==> config.mk <==
export PLATFORM = sky130hd
export DESIGN_NAME = wav_header_chunk_parser_unit
export DESIGN_NICKNAME = d
export VERILOG_FILES = /design/src/hw/rtl/wavhp_pkg.sv /design/src/hw/rtl/wavhp_front.sv /design/src/hw/rtl/wavhp_parser.sv /design/src/hw/rtl/wavhp_result_q.sv /design/src/hw/rtl/wav_header_chunk_parser_unit.sv
export VERILOG_INCLUDE_DIRS = /design/src /design/src/hw/rtl
export SDC_FILE = /design/constraint.sdc
export NUM_CORES = 1
export LEC_CHECK = 0
export BUFFER_PORTS_ARGS = -buffer_cell sky130_fd_sc_hd__buf_2
export CAP_MARGIN = 10
export CORE_MARGIN = 8
export CORE_UTILIZATION = 35
export CTS_CLUSTER_DIAMETER = 120
export DETAILED_ROUTE_END_ITERATION = 8
export PLACE_DENSITY_LB_ADDON = 0.15
export SETUP_SLACK_MARGIN = 0.02
export SLEW_MARGIN = 20
export SYNTH_ARGS = -nofsm -noshare
export SYNTH_HDL_FRONTEND = slang
export SYNTH_SLANG_ARGS = --single-unit
export TNS_END_PERCENT = 100
==> constraint.sdc <==
create_clock -name clk -period 13.4 [get_ports clk]
set_input_delay 0 -clock clk [delete_from_list [all_inputs] [get_ports clk]]
set_output_delay 0 -clock clk [all_outputs]
set_load 0.01 [all_outputs]
==> src/hw/rtl/wav_header_chunk_parser_unit_macros.svh <==
// ----------------------------------------------------------------------------
// wav_header_chunk_parser_unit_macros
// Assertion helpers for the WAV header parser.
// ----------------------------------------------------------------------------
`ifndef WAV_HEADER_CHUNK_PARSER_UNIT_MACROS_SVH
`define WAV_HEADER_CHUNK_PARSER_UNIT_MACROS_SVH

// Consequent must hold in the same cycle as the antecedent.
`define WAVHP_ASSERT_IMPL(label, clk, rst, ante, cons, msg) \
  label: assert property (@(posedge clk) disable iff (rst) (ante) |-> (cons)) \
    else $error(msg);

// Condition must never be true outside reset.
`define WAVHP_ASSERT_NEVER(label, clk, rst, cond, msg) \
  label: assert property (@(posedge clk) disable iff (rst) !(cond)) \
    else $error(msg);

`endif

==> src/hw/rtl/wavhp_pkg.sv <==
// ----------------------------------------------------------------------------
// wavhp_pkg
// Types and constants shared by the WAV header parser modules.
// ----------------------------------------------------------------------------
`default_nettype none

package wavhp_pkg;

  // One byte of the file stream with its framing flags.
  typedef struct packed {
    logic [7:0] data;
    logic       first;
    logic       last;
  } item_t;

  // One parse result.
  typedef struct packed {
    logic [2:0]  status;
    logic [15:0] audio_format;
    logic [15:0] channel_count;
    logic [31:0] sample_rate;
    logic [31:0] byte_rate;
    logic [15:0] frame_bytes;
    logic [15:0] sample_bits;
    logic [31:0] data_length;
  } result_t;

  localparam logic [2:0] ST_OK        = 3'd0;
  localparam logic [2:0] ST_SHORT     = 3'd1;
  localparam logic [2:0] ST_BAD_MARKS = 3'd2;
  localparam logic [2:0] ST_TRUNC     = 3'd3;
  localparam logic [2:0] ST_NO_DATA   = 3'd4;

  localparam logic [5:0] HEADER_LAST = 6'd35;

  // Marks as little-endian words: byte 0 in bits 7:0.
  localparam logic [31:0] RIFF_MARK = 32'h4646_4952;
  localparam logic [31:0] WAVE_MARK = 32'h4556_4157;
  localparam logic [31:0] DATA_TAG  = 32'h6174_6164;

  localparam int FQ_DEPTH = 2;
  localparam int RQ_DEPTH = 2;

endpackage

`default_nettype wire

==> src/hw/rtl/wavhp_front.sv <==
// ----------------------------------------------------------------------------
// wavhp_front
// Input side: accepts stream bytes and holds them in a short queue for the
// parser back end.
// ----------------------------------------------------------------------------
`default_nettype none

module wavhp_front (
  input  wire                 clk,
  input  wire                 rst,
  input  wire                 push,
  output logic                full,
  input  wire  [7:0]          data_byte,
  input  wire                 first_byte,
  input  wire                 last_byte,
  output logic                out_valid,
  output wavhp_pkg::item_t    out_item,
  input  wire                 out_ready
);
  import wavhp_pkg::*;

  localparam int PTR_W = (FQ_DEPTH > 1) ? $clog2(FQ_DEPTH) : 1;
  localparam int CNT_W = $clog2(FQ_DEPTH + 1);
  localparam logic [CNT_W-1:0] DEPTH_C = CNT_W'(FQ_DEPTH);
  localparam logic [PTR_W-1:0] LAST_P  = PTR_W'(FQ_DEPTH - 1);

  item_t            slots [FQ_DEPTH];
  logic [PTR_W-1:0] wr_ptr;
  logic [PTR_W-1:0] rd_ptr;
  logic [CNT_W-1:0] count;
  logic [CNT_W-1:0] count_next;
  logic             wr_en;
  logic             rd_en;
  item_t            in_item;

  assign in_item.data  = data_byte;
  assign in_item.first = first_byte;
  assign in_item.last  = last_byte;

  assign full      = (count == DEPTH_C);
  assign out_valid = (count != '0);
  assign out_item  = slots[rd_ptr];
  assign wr_en     = push && !full;
  assign rd_en     = out_valid && out_ready;

  always_comb begin
    count_next = count;
    if (wr_en && !rd_en) begin
      count_next = count + 1'b1;
    end else if (rd_en && !wr_en) begin
      count_next = count - 1'b1;
    end
  end

  always_ff @(posedge clk) begin
    if (wr_en) begin
      slots[wr_ptr] <= in_item;
    end
  end

  always_ff @(posedge clk) begin
    if (rst) begin
      wr_ptr <= '0;
      rd_ptr <= '0;
      count  <= '0;
    end else begin
      count <= count_next;
      if (wr_en) begin
        wr_ptr <= (wr_ptr == LAST_P) ? '0 : wr_ptr + 1'b1;
      end
      if (rd_en) begin
        rd_ptr <= (rd_ptr == LAST_P) ? '0 : rd_ptr + 1'b1;
      end
    end
  end

endmodule

`default_nettype wire

==> src/hw/rtl/wavhp_parser.sv <==
// ----------------------------------------------------------------------------
// wavhp_parser
// Back end: walks the header and the chunk list one byte per cycle while the
// result queue has room, and produces at most one result per file.
// ----------------------------------------------------------------------------
`default_nettype none

module wavhp_parser (
  input  wire                 clk,
  input  wire                 rst,
  input  wire                 in_valid,
  input  wavhp_pkg::item_t    in_item,
  output logic                in_ready,
  output logic                res_valid,
  output wavhp_pkg::result_t  res,
  input  wire                 res_ready
);
  import wavhp_pkg::*;

  localparam logic [1:0] PH_IDLE   = 2'd0;
  localparam logic [1:0] PH_HEADER = 2'd1;
  localparam logic [1:0] PH_CHUNK  = 2'd2;
  localparam logic [1:0] PH_SKIP   = 2'd3;

  logic [1:0]  phase,    phase_next;
  logic [5:0]  hpos,     hpos_next;
  logic        marks_good, marks_good_next;
  logic [2:0]  cpos,     cpos_next;
  logic [15:0] sv_format, sv_format_next;
  logic [15:0] sv_chan,   sv_chan_next;
  logic [31:0] sv_rate,   sv_rate_next;
  logic [31:0] sv_brate,  sv_brate_next;
  logic [15:0] sv_align,  sv_align_next;
  logic [15:0] sv_bits,   sv_bits_next;
  logic [31:0] tag,       tag_next;
  logic [31:0] size,      size_next;
  logic [31:0] skip,      skip_next;

  logic        fire;
  logic [1:0]  eff_phase;
  logic [5:0]  eff_hpos;
  logic        eff_marks;
  logic [7:0]  b;
  logic        emit;
  logic [2:0]  emit_status;
  logic [31:0] size_full;
  logic [31:0] skip_dec;
  logic [7:0]  expect_byte;
  logic        is_mark;

  assign in_ready = res_ready;
  assign fire     = in_valid && in_ready;
  assign b        = in_item.data;

  // A first byte restarts the parse at header byte zero.
  assign eff_phase = in_item.first ? PH_HEADER : phase;
  assign eff_hpos  = in_item.first ? 6'd0 : hpos;
  assign eff_marks = in_item.first ? 1'b1 : marks_good;

  assign size_full = {b, size[23:0]};
  assign skip_dec  = skip - 32'd1;

  always_comb begin
    is_mark     = 1'b0;
    expect_byte = 8'd0;
    if (eff_hpos < 6'd4) begin
      is_mark     = 1'b1;
      expect_byte = RIFF_MARK[{eff_hpos[1:0], 3'b000} +: 8];
    end else if (eff_hpos >= 6'd8 && eff_hpos < 6'd12) begin
      is_mark     = 1'b1;
      expect_byte = WAVE_MARK[{eff_hpos[1:0], 3'b000} +: 8];
    end
  end

  always_comb begin
    phase_next      = phase;
    hpos_next       = hpos;
    marks_good_next = marks_good;
    cpos_next       = cpos;
    sv_format_next  = sv_format;
    sv_chan_next    = sv_chan;
    sv_rate_next    = sv_rate;
    sv_brate_next   = sv_brate;
    sv_align_next   = sv_align;
    sv_bits_next    = sv_bits;
    tag_next        = tag;
    size_next       = size;
    skip_next       = skip;
    emit            = 1'b0;
    emit_status     = ST_OK;

    if (fire) begin
      unique case (eff_phase)
        PH_HEADER: begin
          marks_good_next = eff_marks && !(is_mark && (b != expect_byte));
          if (eff_hpos >= 6'd20 && eff_hpos < 6'd22) begin
            sv_format_next[{eff_hpos[0], 3'b000} +: 8] = b;
          end else if (eff_hpos >= 6'd22 && eff_hpos < 6'd24) begin
            sv_chan_next[{eff_hpos[0], 3'b000} +: 8] = b;
          end else if (eff_hpos >= 6'd24 && eff_hpos < 6'd28) begin
            sv_rate_next[{eff_hpos[1:0], 3'b000} +: 8] = b;
          end else if (eff_hpos >= 6'd28 && eff_hpos < 6'd32) begin
            sv_brate_next[{eff_hpos[1:0], 3'b000} +: 8] = b;
          end else if (eff_hpos >= 6'd32 && eff_hpos < 6'd34) begin
            sv_align_next[{eff_hpos[0], 3'b000} +: 8] = b;
          end else if (eff_hpos >= 6'd34) begin
            sv_bits_next[{eff_hpos[0], 3'b000} +: 8] = b;
          end
          phase_next = PH_HEADER;
          if (eff_hpos >= HEADER_LAST) begin
            hpos_next = 6'd0;
            if (!marks_good_next) begin
              emit        = 1'b1;
              emit_status = ST_BAD_MARKS;
            end else if (in_item.last) begin
              emit        = 1'b1;
              emit_status = ST_NO_DATA;
            end else begin
              phase_next = PH_CHUNK;
              cpos_next  = 3'd0;
            end
          end else begin
            hpos_next = eff_hpos + 6'd1;
            if (in_item.last) begin
              emit        = 1'b1;
              emit_status = ST_SHORT;
            end
          end
        end
        PH_CHUNK: begin
          if (!cpos[2]) begin
            tag_next[{cpos[1:0], 3'b000} +: 8] = b;
          end else begin
            size_next[{cpos[1:0], 3'b000} +: 8] = b;
          end
          if (cpos == 3'd7) begin
            if (tag == DATA_TAG) begin
              emit        = 1'b1;
              emit_status = (size_full == 32'd0) ? ST_NO_DATA : ST_OK;
            end else if (in_item.last) begin
              emit        = 1'b1;
              emit_status = ST_NO_DATA;
            end else begin
              skip_next  = size_full;
              cpos_next  = 3'd0;
              phase_next = (size_full != 32'd0) ? PH_SKIP : PH_CHUNK;
            end
          end else begin
            cpos_next = cpos + 3'd1;
            if (in_item.last) begin
              emit        = 1'b1;
              emit_status = (cpos < 3'd3) ? ST_NO_DATA : ST_TRUNC;
            end
          end
        end
        PH_SKIP: begin
          skip_next = skip_dec;
          if (in_item.last) begin
            emit        = 1'b1;
            emit_status = ST_NO_DATA;
          end else if (skip_dec == 32'd0) begin
            phase_next = PH_CHUNK;
            cpos_next  = 3'd0;
          end
        end
        PH_IDLE: begin
          // drop bytes outside a file
        end
        default: begin
          phase_next = PH_IDLE;
        end
      endcase
      if (emit) begin
        phase_next = PH_IDLE;
        cpos_next  = 3'd0;
      end
    end
  end

  // Zero every field but status on a failed parse.
  always_comb begin
    res.status        = emit_status;
    res.audio_format  = '0;
    res.channel_count = '0;
    res.sample_rate   = '0;
    res.byte_rate     = '0;
    res.frame_bytes   = '0;
    res.sample_bits   = '0;
    res.data_length   = '0;
    if (emit_status == ST_OK) begin
      res.audio_format  = sv_format;
      res.channel_count = sv_chan;
      res.sample_rate   = sv_rate;
      res.byte_rate     = sv_brate;
      res.frame_bytes   = sv_align;
      res.sample_bits   = sv_bits;
      res.data_length   = size_full;
    end
  end

  assign res_valid = fire && emit;

  always_ff @(posedge clk) begin
    sv_format <= sv_format_next;
    sv_chan   <= sv_chan_next;
    sv_rate   <= sv_rate_next;
    sv_brate  <= sv_brate_next;
    sv_align  <= sv_align_next;
    sv_bits   <= sv_bits_next;
    tag       <= tag_next;
    size      <= size_next;
    skip      <= skip_next;
  end

  always_ff @(posedge clk) begin
    if (rst) begin
      phase      <= PH_IDLE;
      hpos       <= 6'd0;
      marks_good <= 1'b1;
      cpos       <= 3'd0;
    end else begin
      phase      <= phase_next;
      hpos       <= hpos_next;
      marks_good <= marks_good_next;
      cpos       <= cpos_next;
    end
  end

endmodule

`default_nettype wire

==> src/hw/rtl/wavhp_result_q.sv <==
// ----------------------------------------------------------------------------
// wavhp_result_q
// Output side: a short queue of finished results, popped by the consumer.
// ----------------------------------------------------------------------------
`default_nettype none

module wavhp_result_q (
  input  wire                 clk,
  input  wire                 rst,
  input  wire                 wr_valid,
  input  wavhp_pkg::result_t  wr_data,
  output logic                wr_ready,
  output logic                empty,
  input  wire                 pop,
  output wavhp_pkg::result_t  rd_data
);
  import wavhp_pkg::*;

  localparam int PTR_W = (RQ_DEPTH > 1) ? $clog2(RQ_DEPTH) : 1;
  localparam int CNT_W = $clog2(RQ_DEPTH + 1);
  localparam logic [CNT_W-1:0] DEPTH_C = CNT_W'(RQ_DEPTH);
  localparam logic [PTR_W-1:0] LAST_P  = PTR_W'(RQ_DEPTH - 1);

  result_t          slots [RQ_DEPTH];
  logic [PTR_W-1:0] wr_ptr;
  logic [PTR_W-1:0] rd_ptr;
  logic [CNT_W-1:0] count;
  logic [CNT_W-1:0] count_next;
  logic             wr_en;
  logic             rd_en;

  assign wr_ready = (count != DEPTH_C);
  assign empty    = (count == '0);
  assign rd_data  = slots[rd_ptr];
  assign wr_en    = wr_valid && wr_ready;
  assign rd_en    = pop && !empty;

  always_comb begin
    count_next = count;
    if (wr_en && !rd_en) begin
      count_next = count + 1'b1;
    end else if (rd_en && !wr_en) begin
      count_next = count - 1'b1;
    end
  end

  always_ff @(posedge clk) begin
    if (wr_en) begin
      slots[wr_ptr] <= wr_data;
    end
  end

  always_ff @(posedge clk) begin
    if (rst) begin
      wr_ptr <= '0;
      rd_ptr <= '0;
      count  <= '0;
    end else begin
      count <= count_next;
      if (wr_en) begin
        wr_ptr <= (wr_ptr == LAST_P) ? '0 : wr_ptr + 1'b1;
      end
      if (rd_en) begin
        rd_ptr <= (rd_ptr == LAST_P) ? '0 : rd_ptr + 1'b1;
      end
    end
  end

endmodule

`default_nettype wire

==> src/hw/rtl/wav_header_chunk_parser_unit.sv <==
// ----------------------------------------------------------------------------
// wav_header_chunk_parser_unit
// WAV header parser: captures the fixed header, checks its marks, walks the
// chunk list to the data chunk and reports format fields and data length.
// ----------------------------------------------------------------------------
//  channel   direction  handshake          payload
//  bytes     in         push / full        data_byte, first_byte, last_byte
//  results   out        empty / pop        status, audio_format, channel_count,
//                                          sample_rate, byte_rate, frame_bytes,
//                                          sample_bits, data_length
//
//  One byte per cycle sustained while the result queue is not full; the parser
//  back end handles one byte a cycle. Each byte passes through the byte queue,
//  and a result is registered in the result queue when the parser takes the byte that ends the parse.
//  Synchronous reset empties both queues and returns the parser to idle.
//  A full result queue stalls the parser; the two-entry byte queue then fills
//  and raises full.
// ----------------------------------------------------------------------------
`default_nettype none

module wav_header_chunk_parser_unit (
  input  wire         clk,
  input  wire         rst,
  input  wire         push,
  output logic        full,
  input  wire  [7:0]  data_byte,
  input  wire         first_byte,
  input  wire         last_byte,
  output logic        empty,
  input  wire         pop,
  output logic [2:0]  status,
  output logic [15:0] audio_format,
  output logic [15:0] channel_count,
  output logic [31:0] sample_rate,
  output logic [31:0] byte_rate,
  output logic [15:0] frame_bytes,
  output logic [15:0] sample_bits,
  output logic [31:0] data_length
);
  import wavhp_pkg::*;

`include "wav_header_chunk_parser_unit_macros.svh"

  logic    byte_valid;
  item_t   byte_item;
  logic    byte_ready;
  logic    res_valid;
  result_t res;
  logic    res_ready;
  result_t head;

  wavhp_front u_front (
    .clk        (clk),
    .rst        (rst),
    .push       (push),
    .full       (full),
    .data_byte  (data_byte),
    .first_byte (first_byte),
    .last_byte  (last_byte),
    .out_valid  (byte_valid),
    .out_item   (byte_item),
    .out_ready  (byte_ready)
  );

  wavhp_parser u_parser (
    .clk       (clk),
    .rst       (rst),
    .in_valid  (byte_valid),
    .in_item   (byte_item),
    .in_ready  (byte_ready),
    .res_valid (res_valid),
    .res       (res),
    .res_ready (res_ready)
  );

  wavhp_result_q u_result_q (
    .clk      (clk),
    .rst      (rst),
    .wr_valid (res_valid),
    .wr_data  (res),
    .wr_ready (res_ready),
    .empty    (empty),
    .pop      (pop),
    .rd_data  (head)
  );

  assign status        = head.status;
  assign audio_format  = head.audio_format;
  assign channel_count = head.channel_count;
  assign sample_rate   = head.sample_rate;
  assign byte_rate     = head.byte_rate;
  assign frame_bytes   = head.frame_bytes;
  assign sample_bits   = head.sample_bits;
  assign data_length   = head.data_length;

  `WAVHP_ASSERT_NEVER(a_no_result_lost, clk, rst, res_valid && !res_ready, "result dropped")
  `WAVHP_ASSERT_IMPL(a_fail_fields_zero, clk, rst, !empty && (status != ST_OK), (audio_format == 16'd0) && (sample_rate == 32'd0) && (data_length == 32'd0), "failed result has fields")
  `WAVHP_ASSERT_IMPL(a_reset_clean, clk, rst, $fell(rst), empty && !full, "queues not clear after reset")

endmodule

`default_nettype wire
==> flow_metrics.env <==
export IMPL_outcome="finished clean"
export IMPL_dp_cells=2552
export IMPL_ys_seq_elements=584
export IMPL_clkTransAtPathRegs_ns=0.06
export IMPL_critPathSlowestCell="dfxtp_1"
export IMPL_worstMarginPinSlew_ns=1.295
export IMPL_rr_worst_depth=14
export IMPL_cts_resized=0
export IMPL_cts_tree="done"
export IMPL_grt_pass1_wl_um=84880
export IMPL_multi_input_area_mm2=0.006259
export IMPL_synth_cell_area_mm2=0.02392
export IMPL_slew_headroom=0.1367
export IMPL_finalHoldViolCount=0
export IMPL_critical_path_top_delay_family="buffers and inverters"
export IMPL_rows=96
export IMPL_hold_path_class="in2reg"
export IMPL_setup_viol=0
export IMPL_timing_final_crit_share=0.5081
export IMPL_holdPathStages=2
export IMPL_hold_slack_ns=0.1052
export IMPL_wl_um=56390
export IMPL_crit_fanout=63
export IMPL_drv_cap=0
export IMPL_synth_avg_cell_area_um2=15.37
export IMPL_design_area_mm2=0.02808
export IMPL_grt_ovfl_total=0
export IMPL_required_ns=13.63
export IMPL_gp_congestion=0.8257
export IMPL_cts_path_max_buffers=3
export IMPL_ys_warn_count=0
export IMPL_slowest_delay_ns=0.89
export IMPL_layout_drive_gt1_share=0.2763
export IMPL_io_pins=179
export IMPL_synth_edf_count=562
export IMPL_synth_async_reset_ratio=0
export IMPL_antenna_left=0
export IMPL_drcViolationCount=0
export IMPL_startpoint_type="flop"
export IMPL_cp_arrival_ns=7.04
export IMPL_ir_drop_v=0.0001008
export IMPL_critical_path_class="reg2reg"
export IMPL_synth_ff_type="edfxtp_1"
export IMPL_area_growth_pct=17.36
export IMPL_end_kind="flop"
export IMPL_root_buffer="clkbuf_16"
export IMPL_die_h_um=277.4
export IMPL_grt_antenna_before_repair=0
export IMPL_final_instance_count_excl_fill=2688
export IMPL_via_count=13160
export IMPL_worstSkewPairLatency_ns=0.61
export IMPL_synthesis_nets=1589
export IMPL_finalClockSkew_ns=0.02257
export IMPL_nets=1785
export IMPL_crit_buf_inv=5
export IMPL_antenna_cells=0
export IMPL_utilization=0.4123
export IMPL_ys_seq_area_frac=0.7238
export IMPL_initial_core_util=0.3513
export IMPL_core_area_mm2=0.06811
export IMPL_synth_cell_type_count=68
export IMPL_leakage_uw=0.009476
export IMPL_hold_end="u_front.slots[0][4]$_DFFE_PP_"
export IMPL_clkSinkCount=584
export IMPL_post_route_min_period_ns=6.808
export IMPL_port_buffers=178
export IMPL_track_usage=0.1438
export IMPL_rrSetupSlack_ns=6.59
export IMPL_fp_dieW_um=277.4
export IMPL_mostFrequentLayoutCells="edfxtp_1, buf_2, and2_1"
export IMPL_min_from="data_byte[2]"
export IMPL_rsz0062_at_grt="no"
export IMPL_path_cells="mux2i_2 > buf_4 > nand2_1 > buf_4 > clkinv_1 > ha_1 > o41a_1 > nand2_1 > or3_1 > o21a_1 > a21oi_1 > and2_4 > buf_4 > buf_4"
export IMPL_wl_per_cell_um=20.98
export IMPL_finalSetupTns_ns=0
export IMPL_n_fill_cell=6255
export IMPL_first_pass_iters=5
export IMPL_r2r_end="u_result_q.slots[1][156]$_DFFE_PP_"
export IMPL_cp_common_cell="buf_4"
export IMPL_p_per_area_mw_per_mm2=186.1
export IMPL_ff_latch_area_mm2=0.01732
export IMPL_dpl_cell_area_mm2=0.02579
export IMPL_grt_max_degree=151
export IMPL_grt_pass1_vias=13490
export IMPL_timing_fmax_mhz=146.9
export IMPL_drtIter0Drc=670
export IMPL_cts_htree_levels=3
export IMPL_report_final_slew_viol_count=0
export IMPL_mostFrequentLayoutCell="edfxtp_1"
export IMPL_dpl_hpwl_um=36020
export IMPL_synth_cells=1557
export IMPL_numCtsBuffers=66
export IMPL_via_per_inst=4.895
export IMPL_die_area_mm2=0.07698
==> logic make-up (layout without fill, tap and decap cells) <==
kind of cell	count (synthesis)	in the layout	share of synthesized area
simple gates	516	516	0.1188
xor+xnor	39	39	0.01428
mux	179	179	0.08410
flops	584	584	0.7238
compound gates	123	123	0.03253
buf+inv	98	347	0.01705
fa+ha+maj	18	18	0.009414
==> cells in the mapped netlist (all sizes together) (2+ instances only) <==
master / n / area share
edfxtp: 562 / 0.71
and2: 169 / 0.044
mux2: 167 / 0.079
nor2: 109 / 0.017
clkbuf: 72 / 0.011
nand2: 56 / 0.0088
nor3: 52 / 0.011
o21ai: 44 / 0.0092
a21oi: 32 / 0.0072
nor4: 29 / 0.0085
dfxtp: 22 / 0.018
xnor2: 22 / 0.0081
ha: 18 / 0.0094
xor2: 17 / 0.0062
nand2b: 16 / 0.0042
buf: 14 / 0.0038
mux2i: 12 / 0.0050
or3: 12 / 0.0033
inv: 11 / 0.0017
nand3: 11 / 0.0023
or4: 11 / 0.0036
a31oi: 9 / 0.0030
nand4: 9 / 0.0024
or2: 9 / 0.0024
and3: 6 / 0.0016
o211ai: 6 / 0.0021
nor2b: 5 / 0.0013
nor3b: 5 / 0.0016
nor4b: 5 / 0.0021
nor4bb: 4 / 0.0017
o22ai: 4 / 0.0010
a21o: 3 / 0.00094
and4: 3 / 0.0011
a2111oi: 2 / 0.00084
a211oi: 2 / 0.00063
a21boi: 2 / 0.00063
a22oi: 2 / 0.00063
a31o: 2 / 0.00073
nand3b: 2 / 0.00063
nand4b: 2 / 0.00073
o21a: 2 / 0.00063
o21bai: 2 / 0.00063
o31ai: 2 / 0.00063
o41ai: 2 / 0.0010
==> where the power goes <==
part           switching [uW]  leakage, uW  internal (uW)
Combinational             694      0.00307            427
Sequential               76.4      0.00536           2250
Clock                     742      0.00104           1040
Total                    1510      0.00948           3710
==> layer usage <==
metal | part of all wire | vias up | global-route usage
met5 | 0 | - | 0
met4 | 0.019 | 0 | 0.04448
met3 | 0.034 | 71 | 0.02580
met2 | 0.50 | 241 | 0.2481
met1 | 0.44 | 6609 | 0.1828
li1 | - | 6238 | -
==> worst reg2reg max path: cells and delay by family (launching register included) <==
family          cells  cell delay (ns)
buf+inv             5             2.70
simple gates        4             1.38
flops               1             0.89
compound gates      3             0.81
fa+ha+maj           1             0.34
mux                 1             0.28
==> registers in the layout, indices dropped and copies added (netlist names), 2 cells and up, named ones only <==
| register | count |
|---|---|
| u_parser.hpos | 6 |
| u_result_q.slots | 326 |
| u_parser.phase | 2 |
| u_parser.skip | 32 |
| u_parser.size | 24 |
| u_parser.cpos | 3 |
| u_parser.sv_format | 16 |
| u_parser.tag | 32 |
| u_front.count | 2 |
| u_parser.sv_rate | 32 |
| u_parser.sv_bits | 16 |
| u_result_q.count | 2 |
| u_parser.sv_chan | 16 |
| u_front.slots | 20 |
| u_parser.sv_brate | 32 |
| u_parser.sv_align | 16 |
==> metrics by stage <==
step	power, uW	worst slack (ns)
final	5226	6.592
after CTS	5320	6.513
after detailed placement	3515	6.540
after global placement	3502	6.633
after global routing	5455	6.107
after floorplan	3029	2.338
==> how the worst max path moves through the flow <==
stage | start | endpoint | slack (ns) | depth (start not counted)
2_1_floorplan | flop | u_result_q.slots[0][0]$_DFFE_PP_ | 2.34 | 14
3_3_place_gp | flop | u_result_q.slots[1][130]$_DFFE_PP_ | 6.63 | 14
3_5_place_dp | flop | u_result_q.slots[1][130]$_DFFE_PP_ | 6.54 | 14
4_1_cts | flop | u_result_q.slots[1][156]$_DFFE_PP_ | 6.51 | 14
5_1_grt | flop | u_result_q.slots[1][132]$_DFFE_PP_ | 6.11 | 14
6_report | flop | u_result_q.slots[1][156]$_DFFE_PP_ | 6.59 | 14
==> timing repair <==
| item | CTS | global route |
|---|---|---|
| setup endpoints to repair | 0 | 0 |
| setup buffers | 0 | 0 |
| hold buffers | 15 | 0 |
| endpoints found under the hold margin | 52 | 0 |
==> cell type report <==
type / instances / area share
sequential: 584 / 0.6169
multi-input combinational: 875 / 0.2229
clock buffer: 83 / 0.06109
timing repair buffer: 214 / 0.04314
tap: 882 / 0.03930
clock inverter: 38 / 0.01511
inverter: 12 / 0.001604
Note: power is estimated with default switching activity, not from simulation.
